--- config.mk ---
export PLATFORM = sky130hd
export DESIGN_NAME = i2c_master_register_access_core
export DESIGN_NICKNAME = d
export VERILOG_FILES = /design/src/rtl/core/i2cm_pkg.sv /design/src/rtl/core/i2c_master_register_access_core.sv /design/src/rtl/core/i2cm_cfg_regs.sv /design/src/rtl/core/i2cm_engine.sv
export SDC_FILE = /design/constraint.sdc
export NUM_CORES = 1
export LEC_CHECK = 0
export ABC_AREA = 1
export BUFFER_PORTS_ARGS = -buffer_cell sky130_fd_sc_hd__clkbuf_2
export CORE_MARGIN = 2
export CORE_UTILIZATION = 55
export CTS_BUF_LIST = sky130_fd_sc_hd__clkbuf_16
export DETAILED_ROUTE_END_ITERATION = 10
export PLACE_DENSITY_LB_ADDON = 0.12
export SLEW_MARGIN = 20
export SYNTH_ARGS = -nofsm -noshare
export SYNTH_HDL_FRONTEND = slang
export SYNTH_HIERARCHICAL = 1
export SYNTH_SLANG_ARGS = --single-unit
--- constraint.sdc ---
create_clock -name aclk -period 7.75 [get_ports aclk]
set_clock_uncertainty 0.15 [all_clocks]
set_input_delay 1.55 -clock aclk [delete_from_list [all_inputs] [get_ports aclk]]
set_output_delay 1.55 -clock aclk [all_outputs]
set_load 0.01 [all_outputs]
--- src/rtl/core/i2cm_pkg.sv ---
// Shared types and constants for the I2C master register access core.
`default_nettype none

package i2cm_pkg;

    // Command codes carried in the input beat
    localparam logic [1:0] OP_TICK  = 2'd0;
    localparam logic [1:0] OP_WRITE = 2'd1;
    localparam logic [1:0] OP_READ  = 2'd2;
    localparam logic [1:0] OP_DATA  = 2'd3;

    // Completion status codes
    localparam logic [1:0] STAT_OK        = 2'd0;
    localparam logic [1:0] STAT_BUSY      = 2'd1;
    localparam logic [1:0] STAT_ADDR_NACK = 2'd2;
    localparam logic [1:0] STAT_DATA_NACK = 2'd3;

    // Configuration register indexes
    localparam int CFG_IDX_W = 2;
    localparam logic [CFG_IDX_W-1:0] CFG_DELAY_TICKS = 2'd0;
    localparam logic [CFG_IDX_W-1:0] CFG_ACK_TIMEOUT = 2'd1;

    localparam logic [7:0] DELAY_TICKS_RST = 8'd1;
    localparam logic [7:0] ACK_TIMEOUT_RST = 8'd50;

    localparam int S_TDATA_W = 32;
    localparam int M_TDATA_W = 16;

    typedef struct packed {
        logic [7:0] delay_ticks;
        logic [7:0] ack_timeout;
    } cfg_t;

    typedef struct packed {
        logic [1:0] op;
        logic [6:0] dev_addr;
        logic [7:0] reg_addr;
        logic [7:0] length;
        logic [7:0] wr_byte;
        logic       sda_in;
    } item_t;

    typedef struct packed {
        logic       scl_level;
        logic       sda_pull_low;
        logic [7:0] rd_byte;
        logic       rd_valid;
        logic       rd_last;
        logic       wr_need;
        logic       done_res;
        logic [1:0] status;
        logic       busy_res;
    } result_t;

endpackage

`default_nettype wire

--- src/rtl/core/i2c_master_register_access_core.sv ---
// I2C master register access core: stream wrapper around the bus sequencer.
// An accepted input beat is held in the input register, then its result in the result
// register, which drives the output.
// Throughput: one beat per cycle unless the result side stalls; each beat is
// one bus tick; sequencer state updates in the cycle the beat leaves the input register.
// Reset (aresetn low, synchronous): pipeline empty, sequencer idle, SCL and SDA released.
`default_nettype none

module i2c_master_register_access_core (
    input  wire logic                           aclk,
    input  wire logic                           aresetn,
    input  wire logic                           s_tvalid,
    output logic                                s_tready,
    // dev_addr[6:0], reg_addr[14:7], length[22:15], wr_byte[30:23], sda_in[31]
    input  wire logic [i2cm_pkg::S_TDATA_W-1:0] s_tdata,
    // op[1:0]
    input  wire logic [1:0]                     s_tuser,
    output logic                                m_tvalid,
    input  wire logic                           m_tready,
    // scl_level[0], sda_pull_low[1], rd_byte[9:2], rd_valid[10], wr_need[11],
    // done_res[12], status[14:13], busy_res[15]
    output logic [i2cm_pkg::M_TDATA_W-1:0]      m_tdata,
    output logic                                m_tlast,
    input  wire logic                           cfg_valid,
    output logic                                cfg_ready,
    input  wire logic [i2cm_pkg::CFG_IDX_W-1:0] cfg_index,
    input  wire logic [7:0]                     cfg_data
);

    i2cm_pkg::cfg_t    cfg;
    i2cm_pkg::item_t   item_reg;
    i2cm_pkg::result_t res;
    i2cm_pkg::result_t res_reg;
    logic              in_valid_reg;
    logic              out_valid_reg;
    logic              advance;
    logic              item_go;

    i2cm_cfg_regs u_cfg (
        .aclk      (aclk),
        .aresetn   (aresetn),
        .cfg_valid (cfg_valid),
        .cfg_ready (cfg_ready),
        .cfg_index (cfg_index),
        .cfg_data  (cfg_data),
        .cfg       (cfg)
    );

    // Result register empty or draining this cycle
    assign advance  = !out_valid_reg || m_tready;
    assign item_go  = in_valid_reg && advance;
    assign s_tready = !in_valid_reg || advance;

    always_ff @(posedge aclk) begin
        if (!aresetn) begin
            in_valid_reg <= 1'b0;
        end else if (s_tready) begin
            in_valid_reg <= s_tvalid;
        end
    end

    always_ff @(posedge aclk) begin
        if (s_tvalid && s_tready) begin
            item_reg.op       <= s_tuser;
            item_reg.dev_addr <= s_tdata[6:0];
            item_reg.reg_addr <= s_tdata[14:7];
            item_reg.length   <= s_tdata[22:15];
            item_reg.wr_byte  <= s_tdata[30:23];
            item_reg.sda_in   <= s_tdata[31];
        end
    end

    i2cm_engine u_engine (
        .aclk    (aclk),
        .aresetn (aresetn),
        .item_go (item_go),
        .item    (item_reg),
        .cfg     (cfg),
        .res     (res)
    );

    always_ff @(posedge aclk) begin
        if (!aresetn) begin
            out_valid_reg <= 1'b0;
        end else if (advance) begin
            out_valid_reg <= in_valid_reg;
        end
    end

    always_ff @(posedge aclk) begin
        if (item_go) begin
            res_reg <= res;
        end
    end

    assign m_tvalid = out_valid_reg;
    assign m_tlast  = res_reg.rd_last;
    assign m_tdata  = {res_reg.busy_res, res_reg.status, res_reg.done_res, res_reg.wr_need,
                       res_reg.rd_valid, res_reg.rd_byte, res_reg.sda_pull_low,
                       res_reg.scl_level};

endmodule

`default_nettype wire

--- src/rtl/core/i2cm_cfg_regs.sv ---
// Configuration register file: delay unit length and acknowledge timeout.
`default_nettype none

module i2cm_cfg_regs (
    input  wire logic                           aclk,
    input  wire logic                           aresetn,
    input  wire logic                           cfg_valid,
    output logic                                cfg_ready,
    input  wire logic [i2cm_pkg::CFG_IDX_W-1:0] cfg_index,
    input  wire logic [7:0]                     cfg_data,
    output i2cm_pkg::cfg_t                      cfg
);

    logic [7:0] delay_ticks_reg;
    logic [7:0] ack_timeout_reg;

    assign cfg_ready = 1'b1;

    always_ff @(posedge aclk) begin
        if (!aresetn) begin
            delay_ticks_reg <= i2cm_pkg::DELAY_TICKS_RST;
            ack_timeout_reg <= i2cm_pkg::ACK_TIMEOUT_RST;
        end else if (cfg_valid && cfg_ready) begin
            case (cfg_index)
                i2cm_pkg::CFG_DELAY_TICKS: delay_ticks_reg <= cfg_data;
                i2cm_pkg::CFG_ACK_TIMEOUT: ack_timeout_reg <= cfg_data;
                default: ;
            endcase
        end
    end

    assign cfg.delay_ticks = delay_ticks_reg;
    assign cfg.ack_timeout = ack_timeout_reg;

endmodule

`default_nettype wire

--- src/rtl/core/i2cm_engine.sv ---
// Bus sequencer: holds transaction state and advances it by one tick per beat.
`default_nettype none

module i2cm_engine (
    input  wire logic              aclk,
    input  wire logic              aresetn,
    input  wire logic              item_go,
    input  wire i2cm_pkg::item_t   item,
    input  wire i2cm_pkg::cfg_t    cfg,
    output i2cm_pkg::result_t      res
);

    typedef enum logic [3:0] {
        PH_IDLE, PH_START, PH_SEND, PH_ACKW, PH_WAITWR,
        PH_RESTART, PH_RECV, PH_RACK, PH_STOP
    } phase_t;

    typedef enum logic [1:0] {
        SG_ADDR, SG_REG, SG_RADDR, SG_DATA
    } stage_t;

    phase_t     phase_reg, phase_next;
    stage_t     stage_reg, stage_next;
    logic [2:0] sub_step_reg, sub_step_next;
    logic [3:0] bit_index_reg, bit_index_next;
    logic [7:0] shift_reg, shift_next;
    logic [7:0] bytes_left_reg, bytes_left_next;
    logic [7:0] wait_count_reg, wait_count_next;
    logic [7:0] tick_count_reg, tick_count_next;
    logic [6:0] held_device_reg, held_device_next;
    logic [7:0] held_register_reg, held_register_next;
    logic       is_read_reg, is_read_next;
    logic       scl_reg, scl_next;
    logic       sda_reg, sda_next;
    logic [1:0] result_code_reg, result_code_next;

    logic       done;
    logic       rdv;
    logic       rdl;
    logic [7:0] rdb;
    logic [1:0] code;
    logic [7:0] units;
    logic       ack_ok;
    logic [7:0] bytes_dec;

    always_comb begin
        phase_next         = phase_reg;
        stage_next         = stage_reg;
        sub_step_next      = sub_step_reg;
        bit_index_next     = bit_index_reg;
        shift_next         = shift_reg;
        bytes_left_next    = bytes_left_reg;
        wait_count_next    = wait_count_reg;
        tick_count_next    = tick_count_reg;
        held_device_next   = held_device_reg;
        held_register_next = held_register_reg;
        is_read_next       = is_read_reg;
        scl_next           = scl_reg;
        sda_next           = sda_reg;
        result_code_next   = result_code_reg;
        done               = 1'b0;
        rdv                = 1'b0;
        rdl                = 1'b0;
        rdb                = 8'd0;
        code               = i2cm_pkg::STAT_OK;
        ack_ok             = !item.sda_in;
        bytes_dec          = bytes_left_reg - 8'd1;
        units              = (cfg.delay_ticks == 8'd0) ? 8'd1 : cfg.delay_ticks;

        if (phase_reg == PH_IDLE) begin
            if (item.op == i2cm_pkg::OP_WRITE || item.op == i2cm_pkg::OP_READ) begin
                if (!item.sda_in) begin
                    // bus held low by someone else
                    done = 1'b1;
                    code = i2cm_pkg::STAT_BUSY;
                end else begin
                    held_device_next   = item.dev_addr;
                    held_register_next = item.reg_addr;
                    bytes_left_next    = item.length;
                    is_read_next       = (item.op == i2cm_pkg::OP_READ);
                    result_code_next   = i2cm_pkg::STAT_OK;
                    scl_next           = 1'b1;
                    sda_next           = 1'b1;
                    tick_count_next    = 8'd0;
                    phase_next         = PH_START;
                    sub_step_next      = 3'd0;
                end
            end
        end else if (phase_reg == PH_WAITWR) begin
            if (item.op == i2cm_pkg::OP_DATA) begin
                tick_count_next = 8'd0;
                shift_next      = item.wr_byte;
                stage_next      = SG_DATA;
                bit_index_next  = 4'd0;
                phase_next      = PH_SEND;
                sub_step_next   = 3'd0;
            end
        end else if ({1'b0, tick_count_reg} + 9'd1 < {1'b0, units}) begin
            tick_count_next = tick_count_reg + 8'd1;
        end else begin
            tick_count_next = 8'd0;
            case (phase_reg)
                PH_START: begin
                    if (sub_step_reg == 3'd0) begin
                        sda_next      = 1'b0;
                        sub_step_next = 3'd1;
                    end else if (item.sda_in) begin
                        // start did not take: release and report busy
                        sda_next      = 1'b1;
                        phase_next    = PH_IDLE;
                        sub_step_next = 3'd0;
                        done          = 1'b1;
                        code          = i2cm_pkg::STAT_BUSY;
                    end else begin
                        scl_next       = 1'b0;
                        shift_next     = {held_device_reg, 1'b0};
                        stage_next     = SG_ADDR;
                        bit_index_next = 4'd0;
                        phase_next     = PH_SEND;
                        sub_step_next  = 3'd0;
                    end
                end
                PH_SEND: begin
                    if (sub_step_reg == 3'd0) begin
                        sda_next      = shift_reg[7];
                        sub_step_next = 3'd1;
                    end else if (sub_step_reg == 3'd1) begin
                        scl_next      = 1'b1;
                        sub_step_next = 3'd2;
                    end else begin
                        scl_next   = 1'b0;
                        shift_next = {shift_reg[6:0], 1'b0};
                        if (bit_index_reg + 4'd1 >= 4'd8) begin
                            bit_index_next = 4'd0;
                            phase_next     = PH_ACKW;
                            sub_step_next  = 3'd0;
                        end else begin
                            bit_index_next = bit_index_reg + 4'd1;
                            sub_step_next  = 3'd0;
                        end
                    end
                end
                PH_ACKW: begin
                    if (sub_step_reg == 3'd0) begin
                        sda_next        = 1'b1;
                        wait_count_next = 8'd0;
                        sub_step_next   = 3'd1;
                    end else if (sub_step_reg == 3'd1) begin
                        scl_next      = 1'b1;
                        sub_step_next = 3'd2;
                    end else if (ack_ok || wait_count_reg >= cfg.ack_timeout) begin
                        scl_next      = 1'b0;
                        sub_step_next = 3'd0;
                        case (stage_reg)
                            SG_ADDR: begin
                                if (ack_ok) begin
                                    shift_next     = held_register_reg;
                                    stage_next     = SG_REG;
                                    bit_index_next = 4'd0;
                                    phase_next     = PH_SEND;
                                end else begin
                                    result_code_next = i2cm_pkg::STAT_ADDR_NACK;
                                    phase_next       = PH_STOP;
                                end
                            end
                            SG_REG: begin
                                // register ACK outcome is ignored
                                if (is_read_reg) begin
                                    phase_next = PH_RESTART;
                                end else if (bytes_left_reg == 8'd0) begin
                                    result_code_next = i2cm_pkg::STAT_OK;
                                    phase_next       = PH_STOP;
                                end else begin
                                    phase_next = PH_WAITWR;
                                end
                            end
                            SG_RADDR: begin
                                if (bytes_left_reg == 8'd0) begin
                                    result_code_next = i2cm_pkg::STAT_OK;
                                    phase_next       = PH_STOP;
                                end else begin
                                    bit_index_next = 4'd0;
                                    shift_next     = 8'd0;
                                    phase_next     = PH_RECV;
                                end
                            end
                            default: begin
                                if (!ack_ok) begin
                                    result_code_next = i2cm_pkg::STAT_DATA_NACK;
                                    phase_next       = PH_STOP;
                                end else begin
                                    bytes_left_next = bytes_dec;
                                    if (bytes_dec == 8'd0) begin
                                        result_code_next = i2cm_pkg::STAT_OK;
                                        phase_next       = PH_STOP;
                                    end else begin
                                        phase_next = PH_WAITWR;
                                    end
                                end
                            end
                        endcase
                    end else begin
                        wait_count_next = wait_count_reg + 8'd1;
                    end
                end
                PH_RESTART: begin
                    if (sub_step_reg == 3'd0) begin
                        sda_next      = 1'b1;
                        sub_step_next = 3'd1;
                    end else if (sub_step_reg == 3'd1) begin
                        scl_next      = 1'b1;
                        sub_step_next = 3'd2;
                    end else if (sub_step_reg == 3'd2) begin
                        sda_next      = 1'b0;
                        sub_step_next = 3'd3;
                    end else begin
                        scl_next       = 1'b0;
                        shift_next     = {held_device_reg, 1'b1};
                        stage_next     = SG_RADDR;
                        bit_index_next = 4'd0;
                        phase_next     = PH_SEND;
                        sub_step_next  = 3'd0;
                    end
                end
                PH_RECV: begin
                    if (sub_step_reg == 3'd0) begin
                        scl_next      = 1'b0;
                        sda_next      = 1'b1;
                        sub_step_next = 3'd1;
                    end else if (sub_step_reg == 3'd1) begin
                        sub_step_next = 3'd2;
                    end else if (sub_step_reg == 3'd2) begin
                        scl_next      = 1'b1;
                        sub_step_next = 3'd3;
                    end else begin
                        shift_next = {shift_reg[6:0], item.sda_in};
                        if (bit_index_reg + 4'd1 >= 4'd8) begin
                            bit_index_next = 4'd0;
                            phase_next     = PH_RACK;
                            sub_step_next  = 3'd0;
                        end else begin
                            bit_index_next = bit_index_reg + 4'd1;
                            sub_step_next  = 3'd0;
                        end
                    end
                end
                PH_RACK: begin
                    if (sub_step_reg == 3'd0) begin
                        // ACK all but the final byte, NACK the final one
                        scl_next      = 1'b0;
                        sda_next      = !(bytes_left_reg > 8'd1);
                        sub_step_next = 3'd1;
                    end else if (sub_step_reg == 3'd1) begin
                        scl_next      = 1'b1;
                        sub_step_next = 3'd2;
                    end else begin
                        scl_next      = 1'b0;
                        rdv           = 1'b1;
                        rdb           = shift_reg;
                        rdl           = (bytes_left_reg <= 8'd1);
                        shift_next    = 8'd0;
                        sub_step_next = 3'd0;
                        if (bytes_left_reg <= 8'd1) begin
                            bytes_left_next  = 8'd0;
                            result_code_next = i2cm_pkg::STAT_OK;
                            phase_next       = PH_STOP;
                        end else begin
                            bytes_left_next = bytes_dec;
                            phase_next      = PH_RECV;
                        end
                    end
                end
                PH_STOP: begin
                    if (sub_step_reg == 3'd0) begin
                        scl_next      = 1'b0;
                        sda_next      = 1'b0;
                        sub_step_next = 3'd1;
                    end else if (sub_step_reg == 3'd1) begin
                        scl_next      = 1'b1;
                        sub_step_next = 3'd2;
                    end else begin
                        sda_next      = 1'b1;
                        phase_next    = PH_IDLE;
                        sub_step_next = 3'd0;
                        done          = 1'b1;
                        code          = result_code_reg;
                    end
                end
                default: begin
                    scl_next      = 1'b1;
                    sda_next      = 1'b1;
                    phase_next    = PH_IDLE;
                    sub_step_next = 3'd0;
                end
            endcase
        end
    end

    always_ff @(posedge aclk) begin
        if (!aresetn) begin
            phase_reg         <= PH_IDLE;
            stage_reg         <= SG_ADDR;
            sub_step_reg      <= 3'd0;
            bit_index_reg     <= 4'd0;
            shift_reg         <= 8'd0;
            bytes_left_reg    <= 8'd0;
            wait_count_reg    <= 8'd0;
            tick_count_reg    <= 8'd0;
            held_device_reg   <= 7'd0;
            held_register_reg <= 8'd0;
            is_read_reg       <= 1'b0;
            scl_reg           <= 1'b1;
            sda_reg           <= 1'b1;
            result_code_reg   <= i2cm_pkg::STAT_OK;
        end else if (item_go) begin
            phase_reg         <= phase_next;
            stage_reg         <= stage_next;
            sub_step_reg      <= sub_step_next;
            bit_index_reg     <= bit_index_next;
            shift_reg         <= shift_next;
            bytes_left_reg    <= bytes_left_next;
            wait_count_reg    <= wait_count_next;
            tick_count_reg    <= tick_count_next;
            held_device_reg   <= held_device_next;
            held_register_reg <= held_register_next;
            is_read_reg       <= is_read_next;
            scl_reg           <= scl_next;
            sda_reg           <= sda_next;
            result_code_reg   <= result_code_next;
        end
    end

    assign res.scl_level    = scl_next;
    assign res.sda_pull_low = !sda_next;
    assign res.rd_byte      = rdb;
    assign res.rd_valid     = rdv;
    assign res.rd_last      = rdv && rdl;
    assign res.wr_need      = (phase_next == PH_WAITWR);
    assign res.done_res     = done;
    assign res.status       = done ? code : i2cm_pkg::STAT_OK;
    assign res.busy_res     = (phase_next != PH_IDLE);

    // Sequencer moves only on an accepted tick
    a_hold_without_tick: assert property (@(posedge aclk) disable iff (!aresetn)
        !item_go |=> $stable(phase_reg) && $stable(tick_count_reg))
        else $error("engine state moved without a tick");

    // Bit counter wraps at eight
    a_bit_index_range: assert property (@(posedge aclk) disable iff (!aresetn)
        bit_index_reg <= 4'd7)
        else $error("bit index out of range");

    // Data NACK can only end a write
    a_data_nack_write_only: assert property (@(posedge aclk) disable iff (!aresetn)
        item_go && done && code == i2cm_pkg::STAT_DATA_NACK |-> !is_read_reg)
        else $error("data nack reported on a read");

    // Idle leaves the delay counter cleared
    a_idle_tick_clear: assert property (@(posedge aclk) disable iff (!aresetn)
        phase_reg == PH_IDLE |-> tick_count_reg == 8'd0)
        else $error("tick counter running while idle");

endmodule

`default_nettype wire

==> results of run 1 <==
-- cell type report --
class	count	share of cell area, %
sequential	133	38.7
clock buffer	17	5.19
tap	172	2.62
clock inverter	15	1.63
multi-input combinational	679	41.6
inverter	130	5.95
timing repair buffer	69	4.27
-- stage by stage --
stage | total power [mW] | hold WS (ns) | utilization [%]
after floorplan | 0.984 | 0.273 | -
after global placement | 1.05 | 0.287 | 59.8
after detailed placement | 1.05 | 0.293 | 59.8
after CTS | 1.81 | 0.302 | 64.2
after global routing | 1.89 | 0.343 | 64.2
final | 1.80 | 0.299 | 64.2
-- cells by family (layout without fill, tap and decap cells) --
kind of cell               Yosys count  count (layout)
and+or+nand+nor                    462             462
other                                1               1
AOI/OAI and AO/OA                  174             174
adders and majority gates           31              31
DFF                                133             133
buffers and inverters              162             231
xor gates and xnor gates            11              11
-- synth_stat cells, drive strengths merged, types with 7 or more instances --
library cell,instances
dfxtp,82
o21ai,72
ha,31
nand2,210
a31oi,7
nand3,65
nand4,15
inv,126
buf,18
a21oi,71
xor2,10
nor2,143
nor3,17
clkbuf,14
edfxtp,51
o22ai,11
-- layout by cell type, fill, tap and decap left out, types with 11 or more instances in the layout --
cell | netlist | layout
nand2_1 | 206 | 206
nor2_1 | 136 | 136
inv_1 | 115 | 115
dfxtp_1 | 82 | 82
o21ai_0 | 68 | 68
a21oi_1 | 68 | 67
clkbuf_2 | 0 | 66
nand3_1 | 63 | 63
edfxtp_1 | 51 | 51
ha_1 | 31 | 31
clkbuf_16 | 0 | 17
nor3_1 | 16 | 16
nand4_1 | 15 | 15
inv_2 | 11 | 11
o22ai_1 | 11 | 11
-- power groups by stage --
stage / Clock (mW) / Combinational (mW) / Sequential, mW
after floorplan: 0 / 0.195 / 0.789
after global placement: 0 / 0.258 / 0.794
after detailed placement: 0 / 0.258 / 0.794
after CTS: 0.775 / 0.261 / 0.779
after global routing: 0.807 / 0.300 / 0.782
final: 0.757 / 0.267 / 0.780
-- tightest hold or removal path: cells and delay by family, from the launching register on --
family / cells / cell delay (ns)
flip-flops: 1 / 0.32
AND/OR/NAND/NOR: 2 / 0.10
-- worst min path at each step --
| stage | cells past startpoint | end | slack [ns] |
|---|---|---|---|
| final | 2 | u_engine/bit_index_reg[3] | 0.30 |
| after global placement | 2 | u_engine/bit_index_reg[3] | 0.29 |
| after CTS | 2 | u_engine/bit_index_reg[3] | 0.30 |
| after global routing | 2 | u_engine/bit_index_reg[3] | 0.34 |
| after detailed placement | 2 | u_engine/bit_index_reg[3] | 0.29 |
| after floorplan | 2 | u_cfg/delay_ticks_reg[0] | 0.27 |
-- routing by layer --
| metal | GRT usage [%] | wire [µm] | up-vias |
|---|---|---|---|
| met1 | 34.4 | 7860 | 2937 |
| met4 | 9.15 | 393 | 0 |
| met3 | 5.75 | 1270 | 42 |
| met5 | 0 | 0 | - |
| met2 | 37.9 | 7360 | 283 |
| li1 | - | - | 3323 |
==> flow_summary.toml, run 1 <==
[critical_path]
crit_path_end = "u_engine/bit_index_reg[1]"
cpMostUsedCell = "nand2_1"
crit_family = "simple AND/OR/NAND/NOR gates"
crit_buf_inv = 2
r2r-start = "u_engine/tick_count_reg[0]"
cp.required_ns = 7.90
r2r-end = "u_engine/bit_index_reg[1]"
path_cells = "ha_1 -> and3_1 -> nand3_1 -> xor2_1 -> inv_1 -> ha_1 -> nand2_1 -> nand3b_1 -> nor2_1 -> nand2_1 -> nand2_1 -> inv_1 -> nand2_1 -> nand4_1 -> o21ai_0 -> a21oi_1"
path_class = "flip-flop to flip-flop"
worstSetupStartpoint = "u_engine/tick_count_reg[0]"
cp_max_fo = 18
cp_num_cells = 16
max_stage_delay_ns = 0.50
crit_slowest_cell = "nand2_1"
ff2ff_setup_slack_ns = 3.73
critPathLaunchType = "flip-flop"
critPathCaptureType = "flip-flop"
worstPathArrival_ns = 4.17
reg2reg_depth = 16

[synthesis]
synth-compound-area-share_pct = 13.0
synthesis.area_mm2 = 0.00727
async_flop_share_pct = 0
synthTopCellsByArea = "dfxtp_1 23%, edfxtp_1 21%, nand2_1 11%"
synth_nets = 1054
yosys.area_share.simple_pct = 27.3
synth_edf_count = 51
syn-mean-instance-area_um2 = 7.46
synth_ff_type = "dfxtp_1"
yosysTopAreaCell = "dfxtp_1"
synth_top_family_by_area = "simple AND/OR/NAND/NOR gates"
synth-seq-cells = 133
synth_top_area_share_pct = 22.6
yosysSeqAreaShare_pct = 43.7
synthCells = 974
yosys_warnings = 6
synth.mux.area_fraction_pct = 0
synth_cell_type_count = 46
synth_fa_ha_area_share_pct = 5.34
synthXorXnorAreaFrac_pct = 1.33

[floorplan]
dieArea_mm2 = 0.0142
start_util_pct = 56.9
dieWidth_um = 119
core_area_mm2 = 0.0128
rows = 41
io_pins = 69
die_y_um = 119

[detailed_routing]
routed_wirelength_um = 16900
via_per_inst = 5.42
drtIter0Drc = 550
drc = 0
drt_first_pass_iters = 8
ant_nets = 0
drt-wirelength-per-cell_um = 13.9
vias = 6585

[global_route]
grt_pass1_wl_um = 28300
grt_max_degree = 59
grt_antenna_before_repair = 0
grt_overflow = 0
grt_usage_pct = 24.8
grt_pass1_vias = 6012

[finish]
layout-drive-gt1-share_pct = 12.6
antenna_cells = 0
stdcell_area_mm2 = 0.00820
fillers = 1159
multiInputGateArea_mm2 = 0.00341
fin_cells = 1215
area_growth_syn_to_layout_pct = 12.8
seq_area_mm2 = 0.00317
largest_register_ffs = 34
nets = 1110

[place]
gp_congestion = 0.984
io_buffer_count = 67
placed_cells = 1183
postPlaceCellArea_mm2 = 0.00764
dpl.hpwl_um = 12000
dp_slack_ns = 3.47

[hold_path]
hp-class = "flip-flop to flip-flop"
min_from = "u_engine/bit_index_reg[3]"

[power_and_ir_drop]
p_int_mw = 1.26
seq_power_share_pct = 43.2
combPwrFrac_pct = 14.8
cellPowerDensity_mw_per_mm2 = 220
sw_frac_of_total_pct = 29.9
ir_worst_vdd_v = 0.000150
switchingPower_uw = 540
p_leak_nw = 3.72
p_clk_share_pct = 42.0

[timing]
period_needed_ns = 4.02
setup_tns_ns = 0
finalMaxSlewViolations = 0
setup_viol = 0
relSlewSlack_pct = 34.7
hold_violations = 0
rsz0062_at_grt = "no"
tightest_slew_ns = 0.979
fmax_mhz = 249
post-route-period-util_pct = 51.9
fin_ws_ns = 3.73

[clocking]
cts-resized-gates = 0
post-cts-setup-buffers = 0
clk_latency_ns = 0.42
cts_buffers = 17
cts_root_buffer = "clkbuf_16"
cts_tree = "built"
cts_buffer_depth = 2
h-tree-depth = 4
cts_hold_buf = 0
clock-sinks = 133
path_clk_slew_ns = 0.06

[run]
max-cap-violations = 0

[run_status]
status = "completed"
No activity file was read; power rests on OpenSTA's default activity.
==> inputs of run 2 (changes only) <==
==> constraint.sdc (replaced) <==
create_clock -name aclk -period 3.8 [get_ports aclk]
set_clock_uncertainty 0.15 [all_clocks]
set_input_delay 0.76 -clock aclk [delete_from_list [all_inputs] [get_ports aclk]]
set_output_delay 0.76 -clock aclk [all_outputs]
set_load 0.01 [all_outputs]
==> flow_summary.toml, run 2 (synthesized netlist as in run 1, its figures left out) <==
[run_status]
status = "completed"

[finish]
largest_register_ffs = 34
final_common_cell = "nand2_1"
nets = 1122
antenna_cells = 0
layout-drive-gt1-share_pct = 13.6
final_cell_mix = "206 x nand2_1, 136 x nor2_1, 116 x inv_1"
area_growth_syn_to_layout_pct = 14.9

[detailed_routing]
drt-wirelength-per-cell_um = 14.6
drt_first_pass_iters = 5
routed_wirelength_um = 17900
ant_nets = 0
via_per_inst = 5.39
vias = 6619
drc = 0
drtIter0Drc = 597

[power_and_ir_drop]
p_int_mw = 2.78
cellPowerDensity_mw_per_mm2 = 463
switchingPower_mw = 1.09
seq_power_share_pct = 40.9
combPwrFrac_pct = 14.8
p_clk_share_pct = 44.2
sw_frac_of_total_pct = 28.2
p_leak_nw = 3.80
ir_worst_vdd_v = 0.000352

[global_route]
grt_max_degree = 58
grt_pass1_wl_um = 29300
grt_antenna_before_repair = 0
grt_overflow = 0
grt_usage_pct = 26.1
grt_pass1_vias = 6067

[timing]
hold_violations = 0
fin_ws_ns = 0.451
period_needed_ns = 3.35
setup_tns_ns = 0
tightest_slew_ns = 0.639
finalMaxSlewViolations = 0
relSlewSlack_pct = 57.2
post-route-period-util_pct = 88.1
rsz0062_at_grt = "no"
fmax_mhz = 299
setup_viol = 0

[clocking]
clock-sinks = 133
h-tree-depth = 4
cts_tree = "built"
cts-resized-gates = 0
cts_hold_buf = 0
cts_root_buffer = "clkbuf_16"
post-cts-setup-buffers = 0
path_clk_slew_ns = 0.06
clk_latency_ns = 0.43
cts_buffer_depth = 2
cts_buffers = 17

[floorplan]
dieWidth_um = 119
io_pins = 69
core_area_mm2 = 0.0128
rows = 41
dieArea_mm2 = 0.0142
start_util_pct = 56.9
die_y_um = 119

[place]
gp_congestion = 1.00
dp_slack_ns = 0.523
dpl.hpwl_um = 12600
io_buffer_count = 67

[critical_path]
cp.required_ns = 3.96
ff2ff_setup_slack_ns = 0.45
path_class = "flip-flop to flip-flop"
worstPathArrival_ns = 3.51
critPathCaptureType = "flip-flop"
cp_max_fo = 11
critPathLaunchType = "flip-flop"

[hold_path]
hp-class = "flip-flop to flip-flop"

[run]
max-cap-violations = 0
## run 2: changes by cell type in the layout (fill, tap and decap cells not counted), sizes merged
| cell | before | now |
|---|---|---|
| clkbuf | 83 | 84 |
| buf | 3 | 14 |
| inv | 137 | 136 |
| clkinv | 7 | 4 |
| bufinv | 0 | 3 |
| clkinvlp | 1 | 2 |
## run 2: path summary, 6_finish.rpt
path,from,end,cells after the start
worst max-delay path,u_engine/tick_count_reg[0],u_engine/bit_index_reg[1],17
worst min-delay path,u_engine/bit_index_reg[3],u_engine/bit_index_reg[3],2
worst max register to register,u_engine/tick_count_reg[0],u_engine/bit_index_reg[1],17
worst min register to register,u_engine/bit_index_reg[3],u_engine/bit_index_reg[3],2
## run 2: metal layers
| layer | up-vias | GRT usage [%] | routed length [µm] |
|---|---|---|---|
| li1 | 3352 | - | - |
| met4 | 0 | 10.2 | 369 |
| met1 | 3007 | 35.2 | 8330 |
| met2 | 228 | 41.6 | 8080 |
| met3 | 32 | 4.84 | 1090 |
| met5 | - | 0 | 0 |
## run 2: through the flow
stage	hold WS (ns)	cells	instance area (µm²)	util (%)	power (mW)
2_1_floorplan	0.273	974	7270	-	2.01
3_3_place_gp	0.288	1195	7730	60.5	2.17
3_5_place_dp	0.295	1195	7730	60.5	2.17
4_1_cts	0.303	1227	8350	65.4	3.88
5_1_grt	0.320	1227	8350	65.4	4.03
6_report	0.304	1227	8350	65.4	3.87
## run 2: layout make-up
class	count	area (µm²)
Clock inverter	15	193
Tap cell	172	215
Clock buffer	17	425
Multi-Input combinational cell	679	3410
Inverter	130	488
Sequential cell	133	3170
Timing Repair Buffer	81	440
Fill cell	1144	4420
## run 2: power by group through the flow
stage / Clock [mW] / Combinational, mW / Sequential, mW
floorplan: 0 / 0.398 / 1.61
global placement: 0 / 0.554 / 1.61
detailed placement: 0 / 0.556 / 1.61
CTS: 1.74 / 0.561 / 1.58
global route: 1.80 / 0.641 / 1.59
finish: 1.71 / 0.573 / 1.58
## run 2: critical path, cell delays in order, from the launching register on
cell,delay [ns]
dfxtp_1,0.40
ha_1,0.20
and3_1,0.24
nand3_1,0.10
xor2_1,0.18
inv_1,0.08
ha_1,0.30
nand2_1,0.05
nand3b_1,0.16
nor2_1,0.09
nand2_1,0.07
nand2_1,0.10
buf_4,0.19
inv_1,0.16
nand2_1,0.14
nand4_1,0.28
o21ai_0,0.27
a21oi_1,0.06
